`src/sv/occ_pkg.sv`:
```
`default_nettype none

package occ_pkg;

  // Input operation codes.
  localparam logic [1:0] OP_BYTE = 2'd0;
  localparam logic [1:0] OP_STOP = 2'd1;
  localparam logic [1:0] OP_TICK = 2'd2;
  localparam logic [1:0] OP_READ = 2'd3;

  // Opcodes of the command set.
  localparam logic [7:0] CMD_ADDR_MODE   = 8'h20;
  localparam logic [7:0] CMD_COL_WINDOW  = 8'h21;
  localparam logic [7:0] CMD_PAGE_WINDOW = 8'h22;
  localparam logic [7:0] CMD_SCROLL_R    = 8'h26;
  localparam logic [7:0] CMD_SCROLL_L    = 8'h27;
  localparam logic [7:0] CMD_SCROLL_VR   = 8'h29;
  localparam logic [7:0] CMD_SCROLL_VL   = 8'h2A;
  localparam logic [7:0] CMD_SCROLL_OFF  = 8'h2E;
  localparam logic [7:0] CMD_SCROLL_ON   = 8'h2F;
  localparam logic [7:0] CMD_CONTRAST    = 8'h81;
  localparam logic [7:0] CMD_CHARGE_PUMP = 8'h8D;
  localparam logic [7:0] CMD_VSCROLL_AREA = 8'hA3;
  localparam logic [7:0] CMD_RESUME_RAM  = 8'hA4;
  localparam logic [7:0] CMD_FULL_ON     = 8'hA5;
  localparam logic [7:0] CMD_NORMAL      = 8'hA6;
  localparam logic [7:0] CMD_INVERT      = 8'hA7;
  localparam logic [7:0] CMD_MUX_RATIO   = 8'hA8;
  localparam logic [7:0] CMD_DISPLAY_OFF = 8'hAE;
  localparam logic [7:0] CMD_DISPLAY_ON  = 8'hAF;
  localparam logic [7:0] CMD_PAGE_BASE   = 8'hB0;
  localparam logic [7:0] CMD_PAGE_TOP    = 8'hB7;
  localparam logic [7:0] CMD_OFFSET      = 8'hD3;
  localparam logic [7:0] CMD_CLOCK_DIV   = 8'hD5;
  localparam logic [7:0] CMD_PRECHARGE   = 8'hD9;
  localparam logic [7:0] CMD_COM_PINS    = 8'hDA;
  localparam logic [7:0] CMD_VCOMH       = 8'hDB;

  localparam logic [1:0] MODE_HORIZONTAL = 2'd0;
  localparam logic [1:0] MODE_VERTICAL   = 2'd1;

  // Scroll interval in frames, indexed by the interval argument.
  localparam logic [8:0] IntervalTable [8] = '{9'd5, 9'd64, 9'd128, 9'd256,
                                               9'd3, 9'd4, 9'd25, 9'd2};
  // The same interval divided by five, loaded when scrolling starts.
  localparam logic [8:0] StartTable [8] = '{9'd1, 9'd12, 9'd25, 9'd51,
                                            9'd0, 9'd0, 9'd5, 9'd0};

  typedef struct packed {
    logic accept;
    logic clear_step;
    logic exec;
    logic rot_pre;
    logic rot_hold;
    logic rot_rd;
    logic rot_wr;
    logic rot_last;
    logic load;
  } occ_cmd_t;

  typedef struct packed {
    logic       clear_done;
    logic [1:0] op;
    logic       tick_fire;
    logic       rot_page_ok;
    logic       rot_k_last;
  } occ_sts_t;

endpackage

`default_nettype wire

```
`src/sv/occ_ctrl.sv`:
```
`default_nettype none

module occ_ctrl (
  input  wire logic             clk_i,
  input  wire logic             rst_ni,
  input  wire logic             in_valid_i,
  output logic                  in_ready_o,
  output logic                  out_valid_o,
  input  wire logic             out_ready_i,
  input  wire occ_pkg::occ_sts_t sts_i,
  output occ_pkg::occ_cmd_t     cmd_o
);
  import occ_pkg::*;

  localparam logic [3:0] ST_CLEAR    = 4'd0;
  localparam logic [3:0] ST_IDLE     = 4'd1;
  localparam logic [3:0] ST_EXEC     = 4'd2;
  localparam logic [3:0] ST_ROT_PAGE = 4'd3;
  localparam logic [3:0] ST_ROT_PRE  = 4'd4;
  localparam logic [3:0] ST_ROT_HOLD = 4'd5;
  localparam logic [3:0] ST_ROT_RD   = 4'd6;
  localparam logic [3:0] ST_ROT_WR   = 4'd7;
  localparam logic [3:0] ST_ROT_LAST = 4'd8;
  localparam logic [3:0] ST_LOAD     = 4'd9;

  logic [3:0] state_q, state_d;
  logic       out_valid_q, out_valid_d;

  always_comb begin
    state_d     = state_q;
    cmd_o       = '0;
    in_ready_o  = 1'b0;
    out_valid_d = out_valid_q & ~out_ready_i;
    unique case (state_q)
      ST_CLEAR: begin
        cmd_o.clear_step = 1'b1;
        if (sts_i.clear_done) state_d = ST_IDLE;
      end
      ST_IDLE: begin
        in_ready_o = 1'b1;
        if (in_valid_i) begin
          cmd_o.accept = 1'b1;
          state_d      = ST_EXEC;
        end
      end
      ST_EXEC: begin
        cmd_o.exec = 1'b1;
        if (sts_i.op == OP_TICK && sts_i.tick_fire) state_d = ST_ROT_PAGE;
        else state_d = ST_LOAD;
      end
      ST_ROT_PAGE: begin
        state_d = sts_i.rot_page_ok ? ST_ROT_PRE : ST_LOAD;
      end
      ST_ROT_PRE: begin
        cmd_o.rot_pre = 1'b1;
        state_d       = ST_ROT_HOLD;
      end
      ST_ROT_HOLD: begin
        cmd_o.rot_hold = 1'b1;
        state_d        = ST_ROT_RD;
      end
      ST_ROT_RD: begin
        cmd_o.rot_rd = 1'b1;
        state_d      = ST_ROT_WR;
      end
      ST_ROT_WR: begin
        cmd_o.rot_wr = 1'b1;
        state_d      = sts_i.rot_k_last ? ST_ROT_LAST : ST_ROT_RD;
      end
      ST_ROT_LAST: begin
        cmd_o.rot_last = 1'b1;
        state_d        = ST_ROT_PAGE;
      end
      ST_LOAD: begin
        if (!out_valid_q || out_ready_i) begin
          cmd_o.load  = 1'b1;
          out_valid_d = 1'b1;
          state_d     = ST_IDLE;
        end
      end
      default: state_d = ST_IDLE;
    endcase
  end

  always_ff @(posedge clk_i or negedge rst_ni) begin
    if (!rst_ni) begin
      state_q     <= ST_CLEAR;
      out_valid_q <= 1'b0;
    end else begin
      state_q     <= state_d;
      out_valid_q <= out_valid_d;
    end
  end

  assign out_valid_o = out_valid_q;

endmodule

`default_nettype wire

```
`config.mk`:
```
export PLATFORM = sky130hd
export DESIGN_NAME = occ_ctrl
export DESIGN_NICKNAME = d
export VERILOG_FILES = /design/src/sv/occ_pkg.sv /design/src/sv/occ_ctrl.sv
export SDC_FILE = /design/constraint.sdc
export NUM_CORES = 1
export LEC_CHECK = 0
export BUFFER_PORTS_ARGS = -buffer_cell sky130_fd_sc_hd__buf_2
export CORE_AREA = 2 2 39 41
export DETAILED_ROUTE_END_ITERATION = 12
export DIE_AREA = 0 0 41 43
export GPL_TIMING_DRIVEN = 0
export PLACE_DENSITY_LB_ADDON = 0.1
export SYNTH_ARGS = -nofsm -noshare
export SYNTH_HDL_FRONTEND = slang
export SYNTH_SLANG_ARGS = --single-unit
```
`constraint.sdc`:
```
create_clock -name clk_i -period 1.2 [get_ports clk_i]
set_input_delay 0.12 -clock clk_i [delete_from_list [all_inputs] [get_ports clk_i]]
set_output_delay 0.12 -clock clk_i [all_outputs]
set_load 0.005 [all_outputs]
```
==> reports/qor.yml, run 1 <==
run_status:
  outcome: "complete, but fails checks"
  violations: "negative setup slack"
grt:
  antenna_found_initial: 0
  track_usage: 0.146
  gr-total-overflow: 0
  grt_pass1_vias: 394
  grt_max_degree: 11
  grt_pass1_wl_mm: 1.70
clocking:
  cts_buffers: 3
  clock_path_buffers: 2
  ctsRootBufferMaster: "clkbuf_4"
  cts_max_level: 1
  clk_latency_ns: 0.24
  clk_pin_slew_ns: 0.04
  cts.sinks: 5
  tritoncts: "yes"
die:
  pin_count: 21
  fp-row-count: 14
  die_height_um: 43
  die_w_um: 41
  start_util: 0.301
  dieArea_sq_um: 1760
  core_sq_um: 1380
setup_path:
  worst_path_largest_cell_delay_ns: 0.39
  worstPathCellList: "buf_6, buf_4, nor4_2, buf_2"
  r2r-start: "state_q[3]"
  cp_slowest_cell: "dfrtp_1"
  reg2reg_to: "state_q[1]"
  startpoint_type: "register"
  critPathMaxFanout: 5
  rrSetupSlack_ns: -0.10
  crit_required_ns: 1.08
  worst-setup-path-type: "register to output port"
  cp_data_arrival_time_ns: 1.26
  critPathCaptureType: "output port"
  rr_worst_depth: 5
cells_and_area:
  final_area_sq_um: 699
  num-nets-final: 94
  antenna_cells: 0
  drive_gt1_frac: 0.566
  area_growth_pct: 67.9
  final_core_util: 0.505
sta:
  final_hold_viol_count: 0
  max-slew-margin-rel: 0.818
  worst_slack_ns: -0.182
  finalSetupViolCount: 13
  period_needed_ns: 1.38
  post-route-period-util: 1.15
  slew_violations: 0
  fmax_ghz: 0.724
  holdWs_ns: 0.166
  finClkSkew_ns: 0.00397
  grt_setup_unrepaired: "true"
  worst_slew_pin_slew_ns: 0.269
synthesis:
  synthCells: 50
  ys_seq_area_frac: 0.300
  yosysUniqueCellTypes: 26
  syn-num-nets: 60
  avgSynthCellArea_sq_um: 8.33
  yosys.area.top_type_share: 0.300
  ys_ff_latch: 5
  netlist_area_sq_um: 417
  netlist_top_cells_area: "dfrtp_1, nand2b_1, a21oi_1"
  synth_warnings: 0
  synth_top_cell_by_area: "dfrtp_1"
power:
  pwr-share-seq: 0.209
  power_density_nw_per_um2: 2390
  power_frac_clock: 0.115
  switching_share: 0.413
  power_frac_comb: 0.675
  max-vdd-ir-drop_v: 0.00109
  p_sw_uw: 689
  internal_power_uw: 981
  leakagePower_nw: 0.356
drt:
  drc_errors: 0
  vias: 490
  avgRoutedWirePerCell_um: 12.5
  wl_mm: 1.24
  ant_nets: 0
  drt_iter0_markers: 4
  vias_per_cell: 4.95
  first_pass_iters: 2
placed_design:
  place.gp.congestion: 0.733
  placed_cell_area_sq_um: 537
  dp_hpwl_um: 811
  numPortBuffers: 20
  pre_cts_ws_ns: -0.0868
hold_path:
  min_from: "sts_i[0]"
  hold_depth: 3
  hp-class: "primary input to register"
  holdPathEnd: "state_q[3]"
run:
  drv_cap: 0
flip-flops by register name, summed over array words and instances (netlist names):
signal	count
out_valid_o	1
state_q	4
per-layer routing:
layer	GRT usage	vias to the layer above	routed length, um
li1	-	251	-
met1	0.199	222	604
met2	0.197	15	557
met3	0.0628	2	68
met4	0.0600	0	8
met5	0	-	0
cell type report:
cell class,count,area [sq um]
repair buffers,29,170
multi-input cells,41,314
plain buffers,4,41.3
flip-flops and latches,5,128
fillers,148,684
clock buffers,4,26.3
well taps,16,20.0
what timing repair did:
action | 4_1_cts | 5_1_grt
pin swaps | 7 | 3
hold buffers | 1 | 0
hold endpoints to repair | 5 | 0
setup endpoints to repair | 13 | 13
buffers inserted | 6 | 2
gates resized for setup | 4 | 13
through the flow:
| step | TNS, ns | total power, mW | cells |
|---|---|---|---|
| global route | -2.39 | 1.81 | 99 |
| global placement | -0.274 | 1.15 | 86 |
| detailed placement | -0.262 | 1.14 | 86 |
| floorplan | 0 | 0.886 | 50 |
| CTS | -1.71 | 1.49 | 97 |
| finish | -1.58 | 1.67 | 99 |
power groups by stage:
stage               clock (mW)  combinational, mW  sequential, mW
floorplan                    0              0.577           0.308
global placement             0              0.814           0.333
detailed placement           0              0.811           0.329
CTS                      0.205              0.965           0.319
global route             0.222               1.23           0.358
finish                   0.192               1.13           0.349
worst max-delay path: cells and delay by family, from the launching register on:
family / cells / cell delay, ns
simple gates: 1 / 0.22
buf+inv: 3 / 0.42
flops: 1 / 0.39
cells in the mapped netlist, drive strengths merged:
master  number
nor3         3
dfrtp        5
nor4         2
a31oi        1
o311ai       1
or2b         1
buf          4
nand2        3
a21o         1
nor2b        3
and2b        1
or3b         1
nor3b        2
or3          1
and2         1
o32a         1
a41o         1
a32oi        1
and4b        1
o31ai        1
nor2         4
o21bai       1
a21oi        5
nand2b       5
placed cells by master (no fill, tap or decap), types with 2 or more instances in the layout:
| cell type | n |
|---|---|
| a21oi_1 | 4 |
| buf_2 | 20 |
| buf_4 | 7 |
| buf_6 | 4 |
| clkbuf_4 | 3 |
| dfrtp_1 | 3 |
| dfrtp_2 | 2 |
| nand2_1 | 3 |
| nand2b_1 | 3 |
| nand2b_4 | 2 |
| nor2_1 | 4 |
| nor2b_1 | 3 |
| nor3_2 | 2 |
how the worst max path moves through the flow:
stage                from  slack [ns]         end  cells past startpoint
2_1_floorplan  state_q[2]       0.006  state_q[0]                      4
3_3_place_gp   state_q[2]       -0.09  state_q[0]                      4
3_5_place_dp   state_q[2]       -0.09  state_q[0]                      4
4_1_cts        state_q[3]       -0.26    cmd_o[5]                      4
5_1_grt        state_q[3]       -0.27    cmd_o[5]                      4
6_report       state_q[3]       -0.18    cmd_o[7]                      4
kinds of logic after synthesis:
group	share of synthesized area
simple gates	0.402
buf+inv	0.0751
flops	0.300
compound gates	0.222
No activity file was read; power rests on OpenSTA's default activity.
==> run 2, diff against run 1 <==
==> constraint.sdc (replaced) <==
create_clock -name clk_i -period 1.2 [get_ports clk_i]
set_input_delay 0.3 -clock clk_i [delete_from_list [all_inputs] [get_ports clk_i]]
set_output_delay 0.3 -clock clk_i [all_outputs]
set_load 0.005 [all_outputs]
==> run 2 against run 1 <==
Compared with the run above: the flow still finishes with violations (negative setup slack); register-to-register slack got worse by 0.22 ns; wire length rose by 6.4%; final cell count up 6.1%; via count grew 6.3%; combinational power is 16% higher; worst setup slack got worse by 0.19 ns; non-clock buffer count grew 6; die area unchanged; largest cell class unchanged.
==> reports/qor.yml, run 2 (synthesized netlist as in run 1, its figures left out) <==
run_status:
  outcome: "complete, but fails checks"
  violations: "negative setup slack"
setup_path:
  cp_slowest_cell: "dfrtp_1"
  worst_path_largest_cell_delay_ns: 0.40
  worstPathCellList: "and2b_2, nor3b_4, buf_2"
  cp_data_arrival_time_ns: 1.28
  path_buf_inv: 1
  cp.depth: 3
  startpoint_type: "register"
  crit_required_ns: 0.90
  rr_worst_depth: 7
  worst-setup-path-type: "register to output port"
  critPathCaptureType: "output port"
  cp_top_family: "simple AND/OR/NAND/NOR gates"
  critPathMaxFanout: 4
grt:
  track_usage: 0.177
  grt_max_degree: 11
  grt_pass1_vias: 491
  antenna_found_initial: 0
  grt_pass1_wl_mm: 2.09
  gr-total-overflow: 0
cells_and_area:
  fin_cells: 105
  largest_register_ffs: 4
  area_growth_pct: 83.5
  mostFrequentLayoutCell: "buf_2"
  regMostFlops: "state_q"
  num-nets-final: 100
  antenna_cells: 0
  final_cell_mix: "buf_2, buf_4, buf_6"
  drive_gt1_frac: 0.618
hold_path:
  hp-class: "primary input to register"
  hold_depth: 3
clocking:
  cts.sinks: 5
  tritoncts: "yes"
  ctsRootBufferMaster: "clkbuf_4"
  clk_pin_slew_ns: 0.04
  cts_buffers: 3
  clk_latency_ns: 0.24
  cts_max_level: 1
  clock_path_buffers: 2
die:
  die_height_um: 43
  start_util: 0.301
  fp-row-count: 14
  pin_count: 21
  die_w_um: 41
  dieArea_sq_um: 1760
  core_sq_um: 1380
placed_design:
  numPortBuffers: 20
  dp_hpwl_um: 816
  pre_cts_ws_ns: -0.219
  dp.cells: 86
  place.gp.congestion: 0.743
power:
  internal_power_mw: 1.13
  power_frac_comb: 0.711
  total_power_mw: 1.85
  leakagePower_nw: 0.394
  pwr-share-seq: 0.187
  power_density_nw_per_um2: 2420
  switching_share: 0.391
  p_sw_uw: 723
  max-vdd-ir-drop_v: 0.00135
  power_frac_clock: 0.102
sta:
  final_hold_viol_count: 0
  grt_setup_unrepaired: "true"
  finClkSkew_ns: 0.00219
  worst_slack_ns: -0.376
  max-slew-margin-rel: 0.801
  worst_slew_pin_slew_ns: 0.293
  period_needed_ns: 1.58
  slew_violations: 0
  finalSetupViolCount: 14
  post-route-period-util: 1.31
  fmax_ghz: 0.635
drt:
  drt_iter0_markers: 8
  ant_nets: 0
  wl_mm: 1.32
  avgRoutedWirePerCell_um: 12.5
  vias: 521
  vias_per_cell: 4.96
  drc_errors: 0
  first_pass_iters: 4
run:
  drv_cap: 0
-- run 2: metal layers --
metal,global-route usage,wire length [um],up-vias
li1,-,-,262
met1,0.241,604,241
met2,0.253,637,16
met3,0.0628,62,2
met4,0.0600,13,0
met5,0,0,-
-- run 2: area by class of cell --
type	count	area, sq um
fillers	136	619
multi-input cells	41	319
repair buffers	35	231
flip-flops and latches	5	126
plain buffers	4	41.3
clock buffers	4	26.3
well taps	16	20.0
-- run 2: power groups by stage --
stage / clock network, mW / registers [mW] / logic, mW
after global placement: 0 / 0.333 / 0.837
after CTS: 0.195 / 0.346 / 1.16
final: 0.188 / 0.346 / 1.31
after detailed placement: 0 / 0.331 / 0.834
after floorplan: 0 / 0.308 / 0.600
after global routing: 0.213 / 0.358 / 1.44
-- run 2: repair_timing --
| action | CTS | global route |
|---|---|---|
| gates resized for setup | 12 | 9 |
| setup endpoints to repair | 13 | 14 |
| pin swaps | 7 | 2 |
| endpoints found under the hold margin | 5 | 0 |
| hold buffers | 1 | 0 |
| buffers inserted | 10 | 4 |
| gates cloned | 1 | 0 |
-- run 2: path summary, 6_finish.rpt --
kind / slack (ns) / from / to
setup / recovery: -0.38 / state_q[2] / cmd_o[1]
hold / removal: 0.37 / sts_i[0] / state_q[3]
setup reg to reg: -0.32 / state_q[3] / state_q[1]
hold reg to reg: 0.72 / state_q[1] / out_valid_o
max in group asynchronous: 0.65 / rst_ni / state_q[0]
min in group asynchronous: 0.41 / rst_ni / state_q[3]
-- run 2: worst reg2reg max path, stage by stage (launching register included) --
cell     delay, ns
dfrtp_1       0.40
buf_4         0.15
buf_6         0.11
buf_6         0.10
buf_4         0.12
or3b_1        0.15
a21oi_1       0.06
o32a_1        0.33
-- run 2: through the flow --
step	area, sq um	setup TNS (ns)	utilization	hold WS [ns]
floorplan	427	-0.00741	-	0.00441
global placement	547	-1.24	0.395	0.116
detailed placement	547	-1.19	0.395	0.120
CTS	708	-3.89	0.512	0.335
global route	764	-4.82	0.552	0.359
finish	764	-3.82	0.552	0.368
==> run 3, diff against run 2 <==
--- a/config.mk
+++ b/config.mk
@@ -6,9 +6,9 @@
 export NUM_CORES = 1
 export LEC_CHECK = 0
 export BUFFER_PORTS_ARGS = -buffer_cell sky130_fd_sc_hd__buf_2
-export CORE_AREA = 2 2 39 41
+export CORE_MARGIN = 2
+export CORE_UTILIZATION = 30
 export DETAILED_ROUTE_END_ITERATION = 12
-export DIE_AREA = 0 0 41 43
 export GPL_TIMING_DRIVEN = 0
 export PLACE_DENSITY_LB_ADDON = 0.1
 export SYNTH_ARGS = -nofsm -noshare
==> run 3 against run 2 <==
Compared with the run above: the flow still finishes with violations (negative setup slack); first-iteration DRC count rose by 75%; wire length rose by 0.91%; clock skew rose by 0.00075 ns; maximum frequency fell by 0.61%; critical path depth did not move; combinational power fell by 8%; worst hold slack got worse by 0.025 ns; clock-buffer cell count did not move; die area fell by 3.4%; via count rose by 0.19%; utilization rose by 0.43 points; final cell count fell by 3.8%; critical endpoint unchanged.
==> reports/qor.yml, run 3 (synthesized netlist as in run 1, its figures left out) <==
run_status:
  outcome: "complete, but fails checks"
  violations: "negative setup slack"
drt:
  first_pass_iters: 4
  avgRoutedWirePerCell_um: 13.2
  ant_nets: 0
  drc_errors: 0
  drt_iter0_markers: 14
  wl_mm: 1.33
  vias: 522
  vias_per_cell: 5.17
sta:
  setup_tns_ns: -3.53
  finClkSkew_ns: 0.00294
  worst_slack_ns: -0.386
  worst_slew_pin_slew_ns: 0.303
  final_hold_viol_count: 0
  period_needed_ns: 1.59
  max-slew-margin-rel: 0.796
  fmax_ghz: 0.631
  slew_violations: 0
  grt_setup_unrepaired: "true"
  post-route-period-util: 1.32
  finalSetupViolCount: 13
cells_and_area:
  mostFrequentLayoutCell: "buf_2"
  drive_gt1_frac: 0.593
  regMostFlops: "state_q"
  num-nets-final: 97
  area_growth_pct: 73.9
  final_cell_mix: "buf_2, buf_6, buf_4"
  antenna_cells: 0
  final_area_sq_um: 724
  largest_register_ffs: 4
  final_core_util: 0.557
  fin_cells: 101
grt:
  grt_max_degree: 11
  track_usage: 0.177
  gr-total-overflow: 0
  antenna_found_initial: 0
  grt_pass1_vias: 426
  grt_pass1_wl_mm: 1.81
clocking:
  clk_latency_ns: 0.24
  tritoncts: "yes"
  cts_buffers: 3
  clk_pin_slew_ns: 0.04
  clock_path_buffers: 2
  cts.sinks: 5
  ctsRootBufferMaster: "clkbuf_4"
  cts_max_level: 1
setup_path:
  worst-setup-path-type: "register to output port"
  critPathMaxFanout: 4
  crit_required_ns: 0.90
  startpoint_type: "register"
  critPathCaptureType: "output port"
  cp_data_arrival_time_ns: 1.29
placed_design:
  placed_cell_area_sq_um: 546
  dp_hpwl_um: 811
  place.gp.congestion: 0.742
  pre_cts_ws_ns: -0.240
  numPortBuffers: 20
  dp.cells: 85
die:
  die_height_um: 41.3
  dieArea_sq_um: 1700
  die_w_um: 41.3
  start_util: 0.320
  fp-row-count: 13
  pin_count: 21
  core_sq_um: 1300
power:
  power_density_nw_per_um2: 2420
  leakagePower_nw: 0.377
  max-vdd-ir-drop_v: 0.00143
run:
  drv_cap: 0
hold_path:
  hp-class: "primary input to register"
-- run 3: path summary, 6_finish.rpt --
kind	from	end	slack, ns	depth (start not counted)
setup / recovery	state_q[2]	cmd_o[1]	-0.39	3
hold / removal	sts_i[0]	state_q[3]	0.34	3
setup reg to reg	state_q[2]	state_q[0]	-0.17	5
hold reg to reg	state_q[1]	out_valid_o	0.68	2
max in group asynchronous	rst_ni	state_q[0]	0.64	2
min in group asynchronous	rst_ni	out_valid_o	0.41	2
-- run 3: timing repair --
action,CTS,global route
setup buffers,10,0
hold buffers,1,0
pin swaps,5,0
setup endpoints to repair,13,14
endpoints found under the hold margin,5,0
gates resized for setup,14,1
gates cloned,1,0
-- run 3: layout make-up --
type,instances,area (sq um)
multi-input cells,41,305
plain buffers,4,41.3
flip-flops and latches,5,128
fillers,133,577
well taps,15,18.8
repair buffers,32,205
clock buffers,4,26.3
-- run 3: critical path, cell delays in order (launching register included) --
cell and delay (ns):
dfrtp_1 0.41, and2b_2 0.25, nor3b_2 0.23, buf_2 0.15
-- run 3: layer usage --
layer  track usage  vias to the layer above  part of all wire  wire length, um
li1              -                      257                 -                -
met1         0.203                      239              0.41              539
met2         0.293                       24              0.50              666
met3        0.0652                        2             0.082              109
met4        0.0726                        0             0.011               14
met5             0                        -                 0                0
-- run 3: through the flow --
stage | hold slack (ns) | power (mW)
floorplan | 0.00441 | 0.909
global placement | 0.116 | 1.16
detailed placement | 0.117 | 1.17
CTS | 0.328 | 1.74
global route | 0.338 | 1.90
finish | 0.343 | 1.76
-- run 3: power by group --
part           switching [mW]  internal [mW]
clock network          0.0727          0.126
logic                   0.531          0.677
registers              0.0994          0.250
total                   0.703           1.05
